==> config.mk <==
export PLATFORM = sky130hd
export DESIGN_NAME = seven_bit_flag_framer
export DESIGN_NICKNAME = d
export VERILOG_FILES = /design/src/rtl/sbff_pkg.sv /design/src/rtl/seven_bit_flag_framer.sv /design/src/rtl/sbff_packer.sv /design/src/rtl/sbff_beat_buf.sv
export SDC_FILE = /design/constraint.sdc
export NUM_CORES = 1
export LEC_CHECK = 0
export ABC_AREA = 1
export ABC_CLOCK_PERIOD_IN_PS = 7050
export BUFFER_PORTS_ARGS = -buffer_cell sky130_fd_sc_hd__clkbuf_2
export CELL_PAD_IN_SITES_DETAIL_PLACEMENT = 1
export CELL_PAD_IN_SITES_GLOBAL_PLACEMENT = 1
export CORE_MARGIN = 1
export CORE_UTILIZATION = 49
export CTS_CLUSTER_DIAMETER = 40
export DETAILED_ROUTE_END_ITERATION = 10
export HOLD_SLACK_MARGIN = 0.02
export PLACE_DENSITY = 0.95
export SYNTH_ARGS = -nofsm -noshare
export SYNTH_HDL_FRONTEND = slang
export SYNTH_HIERARCHICAL = 1
export SYNTH_SLANG_ARGS = --single-unit
==> constraint.sdc <==
create_clock -name aclk -period 7.05 [get_ports aclk]
set_clock_uncertainty 0.2 [all_clocks]
set_input_delay 1.41 -clock aclk [delete_from_list [all_inputs] [get_ports aclk]]
set_output_delay 1.41 -clock aclk [all_outputs]
set_load 0.02 [all_outputs]
==> src/rtl/sbff_pkg.sv <==
`timescale 1ns / 1ps
`default_nettype none
// ----------------------------------------------------------------------------
// sbff_pkg
// Shared types and constants for the seven-bit flag framer.
// ----------------------------------------------------------------------------
package sbff_pkg;

    localparam logic [7:0] START_BYTE  = 8'h00;
    localparam logic [7:0] END_BYTE    = 8'h02;
    localparam int         GROUP_BITS  = 7;
    localparam int         DATA_BITS   = 8;
    localparam int         MAX_BEATS   = 4;
    localparam logic [2:0] MAX_PENDING = 3'd6;

    typedef struct packed {
        logic [MAX_BEATS-1:0][7:0] bytes;
        logic [2:0]                count;
        logic                      has_end;
    } burst_t;

endpackage
`default_nettype wire

==> src/rtl/seven_bit_flag_framer.sv <==
`timescale 1ns / 1ps
`default_nettype none
// ----------------------------------------------------------------------------
// seven_bit_flag_framer
// Frames a byte message: start byte, data packed seven bits per byte with
// bit 0 set, padded tail, end byte.
// ----------------------------------------------------------------------------
// Each accepted input byte produces one to four output beats, which leave
// the result register one per cycle while m_ready is high; the next input
// byte is taken in the same cycle as the final beat of the previous one,
// so a new input byte waits until every beat of the last one has gone out
// through the single output port. The first byte of a message adds a start
// beat 0x00; the byte marked last adds a padded partial beat if bits remain
// and the end beat 0x02 with m_out_last high.
module seven_bit_flag_framer (
    input  wire logic       aclk,
    input  wire logic       aresetn,
    input  wire logic       s_valid,
    output logic            s_ready,
    input  wire logic [7:0] s_data_byte,
    input  wire logic       s_last_byte,
    output logic            m_valid,
    input  wire logic       m_ready,
    output logic [7:0]      m_out_byte,
    output logic            m_out_last
);
    import sbff_pkg::*;

    burst_t burst;
    logic   load;

    assign load = s_valid && s_ready;

    sbff_packer u_packer (
        .aclk      (aclk),
        .aresetn   (aresetn),
        .load      (load),
        .data_byte (s_data_byte),
        .last_byte (s_last_byte),
        .burst     (burst)
    );

    sbff_beat_buf u_beat_buf (
        .aclk       (aclk),
        .aresetn    (aresetn),
        .load       (load),
        .burst      (burst),
        .can_load   (s_ready),
        .m_valid    (m_valid),
        .m_ready    (m_ready),
        .m_out_byte (m_out_byte),
        .m_out_last (m_out_last)
    );

`ifndef SYNTHESIS
    a_ready_when_empty: assert property (@(posedge aclk) disable iff (!aresetn)
        !m_valid |-> s_ready)
        else $error("input stalled with empty result register");

    a_last_is_end: assert property (@(posedge aclk) disable iff (!aresetn)
        (m_valid && m_out_last) |-> (m_out_byte == END_BYTE))
        else $error("frame close beat is not the end byte");

    a_load_fills: assert property (@(posedge aclk) disable iff (!aresetn)
        load |=> m_valid)
        else $error("accepted byte produced no beat");
`endif

endmodule
`default_nettype wire

==> src/rtl/sbff_packer.sv <==
`timescale 1ns / 1ps
`default_nettype none
// ----------------------------------------------------------------------------
// sbff_packer
// Holds the pending bit remainder and frame state, and forms the output
// beats caused by one input byte.
// ----------------------------------------------------------------------------
module sbff_packer (
    input  wire logic           aclk,
    input  wire logic           aresetn,
    input  wire logic           load,
    input  wire logic [7:0]     data_byte,
    input  wire logic           last_byte,
    output sbff_pkg::burst_t    burst
);
    import sbff_pkg::*;

    logic [6:0]  pending_bits_reg,  pending_bits_next;
    logic [2:0]  pending_count_reg, pending_count_next;
    logic        in_frame_reg,      in_frame_next;

    logic [2:0]  cnt;
    logic [14:0] acc;
    logic [3:0]  total;
    logic [3:0]  sh1;
    logic [3:0]  sh2;
    logic [14:0] shift1;
    logic [14:0] shift2;
    logic [6:0]  grp1;
    logic [6:0]  grp2;
    logic        two_groups;
    logic [2:0]  rem_cnt;
    logic [14:0] rem_wide;
    logic [6:0]  rem_bits;
    logic [2:0]  pad_cnt;
    logic [7:0]  pad_ones;
    logic [6:0]  pad_grp;
    logic [2:0]  n;

    always_comb begin
        cnt        = (pending_count_reg > MAX_PENDING) ? MAX_PENDING : pending_count_reg;
        acc        = {pending_bits_reg, data_byte};
        total      = {1'b0, cnt} + 4'(DATA_BITS);
        sh1        = total - 4'(GROUP_BITS);
        sh2        = (total >= 4'(2 * GROUP_BITS)) ? total - 4'(2 * GROUP_BITS) : 4'd0;
        shift1     = acc >> sh1;
        shift2     = acc >> sh2;
        grp1       = shift1[6:0];
        grp2       = shift2[6:0];
        two_groups = (total >= 4'(2 * GROUP_BITS));
        rem_cnt    = two_groups ? 3'(sh2) : 3'(sh1);
        rem_wide   = acc & ((15'd1 << rem_cnt) - 15'd1);
        rem_bits   = rem_wide[6:0];
        pad_cnt    = 3'(GROUP_BITS) - rem_cnt;
        pad_ones   = (8'd1 << pad_cnt) - 8'd1;
        pad_grp    = (rem_bits << pad_cnt) | pad_ones[6:0];

        burst = '0;
        n     = 3'd0;
        if (!in_frame_reg) begin
            burst.bytes[n[1:0]] = START_BYTE;
            n = n + 3'd1;
        end
        burst.bytes[n[1:0]] = {grp1, 1'b1};
        n = n + 3'd1;
        if (two_groups) begin
            burst.bytes[n[1:0]] = {grp2, 1'b1};
            n = n + 3'd1;
        end
        if (last_byte) begin
            if (rem_cnt != 3'd0) begin
                burst.bytes[n[1:0]] = {pad_grp, 1'b1};
                n = n + 3'd1;
            end
            burst.bytes[n[1:0]] = END_BYTE;
            n = n + 3'd1;
        end
        burst.count   = n;
        burst.has_end = last_byte;

        if (last_byte) begin
            pending_bits_next  = '0;
            pending_count_next = '0;
            in_frame_next      = 1'b0;
        end else begin
            pending_bits_next  = rem_bits;
            pending_count_next = rem_cnt;
            in_frame_next      = 1'b1;
        end
    end

    always_ff @(posedge aclk) begin
        if (!aresetn) begin
            pending_bits_reg  <= '0;
            pending_count_reg <= '0;
            in_frame_reg      <= 1'b0;
        end else if (load) begin
            pending_bits_reg  <= pending_bits_next;
            pending_count_reg <= pending_count_next;
            in_frame_reg      <= in_frame_next;
        end
    end

endmodule
`default_nettype wire

==> src/rtl/sbff_beat_buf.sv <==
`timescale 1ns / 1ps
`default_nettype none
// ----------------------------------------------------------------------------
// sbff_beat_buf
// Result register: holds one burst of up to four beats and sends them out
// one per cycle while m_ready is high.
// ----------------------------------------------------------------------------
module sbff_beat_buf (
    input  wire logic           aclk,
    input  wire logic           aresetn,
    input  wire logic           load,
    input  wire sbff_pkg::burst_t burst,
    output logic                can_load,
    output logic                m_valid,
    input  wire logic           m_ready,
    output logic [7:0]          m_out_byte,
    output logic                m_out_last
);
    import sbff_pkg::*;

    logic [MAX_BEATS-1:0][7:0] bytes_reg;
    logic [2:0]                count_reg;
    logic                      has_end_reg;
    logic [1:0]                idx_reg;
    logic                      valid_reg;
    logic                      final_beat;
    logic                      beat_done;

    assign final_beat = ({1'b0, idx_reg} == (count_reg - 3'd1));
    assign beat_done  = valid_reg && m_ready;
    assign can_load   = !valid_reg || (beat_done && final_beat);
    assign m_valid    = valid_reg;
    assign m_out_byte = bytes_reg[idx_reg];
    assign m_out_last = has_end_reg && final_beat;

    always_ff @(posedge aclk) begin
        if (load) begin
            bytes_reg   <= burst.bytes;
            count_reg   <= burst.count;
            has_end_reg <= burst.has_end;
        end
    end

    always_ff @(posedge aclk) begin
        if (!aresetn) begin
            valid_reg <= 1'b0;
            idx_reg   <= '0;
        end else if (load) begin
            valid_reg <= 1'b1;
            idx_reg   <= '0;
        end else if (beat_done) begin
            if (final_beat) begin
                valid_reg <= 1'b0;
            end else begin
                idx_reg <= idx_reg + 2'd1;
            end
        end
    end

endmodule
`default_nettype wire

# --- After elaboration in Yosys (flattened, before gate mapping) ---
# Cells that the tools add are included.
word_totals:
  wordCells: 94
  reg_bits: 50
classes:
  add_sub_neg: 12
  magnitude_cmp: 11
  bitwise_logic: 8
  n_eq_ne: 1
  muxes: 30
  reduce_logical: 16
  n_shift: 5
op_table:
  columns: ["operator", "count"]
  rows:
  - ["32-bit 2-to-1 mux", 4]
  - ["32-bit bitwise mux", 2]
  - ["8-bit demux with 2-bit select", 4]
  - ["8-bit 2-to-1 mux", 5]
  - ["32-bit AND", 1]
  - ["15-bit by 4-bit right shift with 7-bit output", 2]
  - ["28-bit AND", 1]
  - ["28-bit inverter", 1]
  - ["3-bit 2-to-1 mux", 7]
  - ["8-bit binary-select mux with 2-bit select", 1]
  - ["1-bit by 3-bit << shifter with 7-bit output (first input constant)", 2]
  - ["7-bit by 1-bit subtractor with 7-bit output (second input constant)", 2]
  - ["2-bit by 3-bit < comparator with 1-bit output (second input constant)", 4]
  - ["3-bit by 1-bit adder with 3-bit output (second input constant)", 3]
  - ["1-bit logical AND", 8]
  - ["7-bit AND", 1]
  - ["7-bit 2-to-1 mux", 1]
  - ["7-bit bitwise OR", 1]
  - ["7-bit by 3-bit << shifter with 7-bit output", 1]
  - ["2-bit by 1-bit greater-or-equal comparator with 1-bit output (second input constant)", 3]
  - ["1-bit 2-to-1 mux", 5]
  - ["3-bit by 4-bit adder with 4-bit output (second input constant)", 1]
  - ["4-bit greater-or-equal comparator (second input constant)", 1]
  - ["4-bit 2-to-1 mux", 1]
  - ["other kinds (18)", 21]

# --- Logic depth before layout (Yosys ltp) ---
logic_depth:
  depth_word: 16
  mapped_depth: 24
  ltp_nobuf: 24

# --- Modules after synthesis ---
# The synthesis kept the hierarchy.
by_module_without_submodules:
  columns: ["module", "cells_each", "n_inst", "area_per_inst_um2", "seq_area_each_um2"]
  rows:
  - ["sbff_packer", 491, 1, 2651.3, 220.2]
  - ["sbff_beat_buf", 116, 1, 1561.5, 1141.1]
  - ["seven_bit_flag_framer", 2, 1, 7.5, 0.0]

# --- Worst setup path before layout ---
# No wires, ideal clock.
synth_timing:
  path_kind: "input to register"
  start: "input m_ready"
  end: "register u_packer.pending_bits_reg[6]"
  required_ns: 6.778
  setup_ns: 0.072
  slack_ns: 3.451
  cell_stages: 9
  t_arrival_ns: 3.327
  cell_sequence: "nand4_1 nand2_1 nand2_1 inv_1 inv_1 nor2_1 clkbuf_1 nand4_1 a21oi_1"
synth_via:
  elab_chain_len: 4
synth_rtl:
  columns: ["item", "line", "rtl"]
  rows:
  - ["start, declared", "seven_bit_flag_framer.sv:23", "input wire logic m_ready,"]
  - ["1-bit logical AND", "sbff_beat_buf.sv:30", "assign beat_done = valid_reg && m_ready;"]
  - ["1-bit logical AND", "sbff_beat_buf.sv:31", "assign can_load = !valid_reg || (beat_done && final_beat);"]
  - ["1-bit logical OR", "sbff_beat_buf.sv:31", null]
  - ["via s_ready", "seven_bit_flag_framer.sv:19", "output logic s_ready,"]
  - ["1-bit logical AND", "seven_bit_flag_framer.sv:32", "assign load = s_valid && s_ready;"]
  - ["via load", "seven_bit_flag_framer.sv:30", "logic load;"]
  - ["end signal, assigned", "sbff_packer.sv:98", "pending_bits_reg <= pending_bits_next;"]
  - ["end, declared", "sbff_packer.sv:18", "logic [6:0] pending_bits_reg, pending_bits_next;"]
# The timed path passes the listed nets, and every way through them passes these cells.
# A chain may end at the register's enable or synchronous reset.

==> flow_summary_export.csv <==
group,metric,value,unit
yosys,synth_area_leaders,"edfxtp_1 (26%), nand2_1 (14%), o21ai_0 (8.1%)",
sta,finalSetupViolations,0,
worst_hold_path,hold_depth,2,
yosys,yosysTopAreaCell,"edfxtp_1",
global_routing,track_usage,31.8,%
clock_network,postCtsHoldBufs,0,
detailed_routing,avgRoutedWirePerCell,18.6,um
placed_design,dpl.hpwl,10900,um
setup_path,crit_type,"flop to flop",
detailed_routing,wl,13500,um
setup_path,path_max_fanout,22,
clock_network,clk_pin_slew,0.10,ns
yosys,syn_area,4220,um2
power,p_per_area,160,nW/um2
yosys,syn_avg_cell_area,6.93,um2
detailed_routing,drtIter0Drc,187,
floorplanning,pin_count,24,
sta,finalHoldViolCount,0,
detailed_routing,drcViolationCount,0,
setup_path,crit_arrival,4.96,ns
power,ir_worst_vdd,0.0741,mV
final_layout,largest_reg_flops,32,
clock_network,clk_latency,0.30,ns
setup_path,start_kind,"flop",
setup_path,r2r_end,"u_beat_buf/bytes_reg[21]",
sta,max_freq,199,MHz
global_routing,grt_max_degree,41,
yosys,netlist.area_leader.share,25.6,%
clock_network,cts_inserted_buffers,5,
global_routing,grt_pass1_vias,4214,
placed_design,portBuffers,23,
final_layout,nFillCells,1112,
setup_path,r2r_cells,16,
clock_network,post_cts_buffers,0,
clock_network,clockRootBuffer,"clkbuf_8",
floorplanning,core,8260,um2
clock_network,htree_levels,2,
final_layout,diodes,0,
power,total_power,0.000710,W
yosys,synth_nets,639,
sta,drv_slew,0,
global_routing,grt_antenna_before_repair,0,
detailed_routing,drt-pass1-iter-count,5,
global_routing,grt_overflow,0,
job,drv_cap,0,
floorplanning,initial_utilization,51.1,%
sta,timing.slew.headroom,43.1,%
detailed_routing,vias,4138,
placed_design,gp_congestion,0.951,
clock_network,post_cts_resized,0,
status,outcome,"completed",
yosys,ys_ff_latch,50,
detailed_routing,via_per_inst,5.72,
setup_path,cp-end-kind,"flop",
power,cellLeakagePower,1.93,nW
clock_network,tritoncts,"yes",
floorplanning,dieArea,8990,um2
final_layout,area_delta_synth_final,5.01,%
final_layout,mostFrequentLayoutCells,"nand2_1 (153), o21ai_0 (68), inv_1 (66)",
floorplanning,num_rows,33,
global_routing,grt_pass1_wl,21700,um
yosys,ys_seq_area_share,32.3,%
setup_path,reg2reg_from,"u_packer/pending_count_reg[2]",
sta,period_needed,5.02,ns
worst_hold_path,hold_end,"u_packer/pending_bits_reg[1]",
floorplanning,die_h,94.8,um
yosys,netlist_instances,609,
final_layout,utilization,53.7,%
clock_network,cts.sinks,50,
final_layout,mostFrequentLayoutCell,"nand2_1",
yosys,synth_ff_type,"edfxtp_1",
sta,fin_tns_setup,0,ns
clock_network,clock_path_buffers,2,
yosys,synth_cell_types,47,
sta,fin_crit_sh,71.2,%
floorplanning,dieWidth,94.8,um
setup_path,r2r_setup_slack,2.03,ns
yosys,synth_enable_flop_cells,36,
detailed_routing,ant_nets,0,
sta,rsz0062_at_grt,"false",
setup_path,critPathRequiredTime,6.99,ns
worst_hold_path,min-delay-start,"u_packer/pending_bits_reg[1]",
final_layout,nets,648,
sta,tightest_slew,0.854,ns
worst_hold_path,min_path_type,"flop to flop",
yosys,yosys_warnings,6,
yosys,synthArstFlopShare,0,%
final_layout,drive_gt1_share,12.0,%
[per-stage QoR]
stage / hold WS, ns / instance area (um2) / worst slack, ns / cells
after floorplan: 0.245 / 4220 / 3.45 / 609
after global placement: 0.268 / 4340 / 2.60 / 716
after detailed placement: 0.289 / 4340 / 2.17 / 716
after CTS: 0.310 / 4430 / 2.12 / 724
after global routing: 0.335 / 4430 / 1.67 / 724
final: 0.306 / 4430 / 2.03 / 724
[area by class of cell]
| cell class | count | area, um2 | share of cell area, % |
|---|---|---|---|
| clock buffer | 6 | 82.6 | 1.86 |
| clock inverter | 2 | 12.5 | 0.282 |
| inverter | 78 | 295 | 6.66 |
| multi-input combinational | 459 | 2430 | 54.7 |
| sequential | 50 | 1360 | 30.7 |
| tap | 105 | 131 | 2.96 |
| timing repair buffer | 24 | 123 | 2.77 |
[report_power, final]
part / switching, W / internal, W / total (W) / leakage (nW)
Clock: 0.000102 / 0.0000792 / 0.000181 / 0.0472
Combinational: 0.000124 / 0.0000536 / 0.000177 / 1.42
Sequential: 0.0000107 / 0.000342 / 0.000352 / 0.467
Total: 0.000236 / 0.000474 / 0.000710 / 1.93
[metal layers]
| layer | vias to the layer above | wire (um) | track usage, % |
|---|---|---|---|
| li1 | 2044 | - | - |
| met1 | 1979 | 5930 | 38.1 |
| met2 | 87 | 6640 | 56.6 |
| met3 | 28 | 433 | 4.35 |
| met4 | 0 | 482 | 13.0 |
| met5 | - | 0 | 0 |
[kinds of logic (layout without fill, tap and decap cells)]
| family | Yosys count | after routing | synth area share, % |
|---|---|---|---|
| xor+xnor | 5 | 5 | 1.22 |
| simple gates | 295 | 295 | 31.8 |
| flops | 50 | 50 | 32.3 |
| buf+inv | 100 | 110 | 10.3 |
| compound gates | 142 | 142 | 19.2 |
| fa+ha+maj | 17 | 17 | 5.22 |
[Yosys cell counts, types with 2 or more instances]
| library cell | n |
|---|---|
| inv_1 | 66 |
| edfxtp_1 | 36 |
| a21oi_1 | 30 |
| nand4_1 | 6 |
| nand2_2 | 9 |
| o21a_1 | 3 |
| buf_6 | 3 |
| nor2_1 | 53 |
| nor2_4 | 2 |
| nand2_4 | 8 |
| nor2_2 | 2 |
| a31oi_1 | 2 |
| nand3_1 | 54 |
| ha_1 | 16 |
| o21ai_0 | 68 |
| xor2_1 | 4 |
| nand2_1 | 153 |
| inv_2 | 8 |
| clkbuf_1 | 6 |
| o21ai_1 | 7 |
| buf_4 | 2 |
| clkinv_1 | 3 |
| o21bai_1 | 2 |
| dfxtp_1 | 14 |
| o211ai_1 | 9 |
| nand3_2 | 2 |
| o21ai_2 | 4 |
| o22ai_1 | 9 |
| buf_2 | 9 |
| o31ai_1 | 2 |
[worst max-delay path by stage]
stage                                   from                      endpoint  slack (ns)
4_1_cts        u_packer/pending_count_reg[2]      u_beat_buf/bytes_reg[21]        2.12
5_1_grt        u_packer/pending_count_reg[2]      u_beat_buf/bytes_reg[21]        1.67
2_1_floorplan                        m_ready  u_packer/pending_bits_reg[6]        3.45
3_3_place_gp   u_packer/pending_count_reg[2]      u_beat_buf/bytes_reg[22]        2.60
3_5_place_dp   u_packer/pending_count_reg[2]      u_beat_buf/bytes_reg[21]        2.17
6_report       u_packer/pending_count_reg[2]      u_beat_buf/bytes_reg[21]        2.03
[critical path, stage by stage, from the launching register on]
cell and delay (ns):
dfxtp_1 0.52, ha_1 0.34, nand2_1 0.09, nand2_1 0.46, inv_1 0.26, ha_1 0.68, nand2_4 0.11, nand2_2 0.20
nor2_4 0.07, nand2_4 0.13, inv_2 0.07, o21ai_0 0.45, inv_1 0.17, ha_1 0.24, nor4_1 0.64, nand2_1 0.12
o21ai_0 0.11
(Power assumes the default switching activity.)
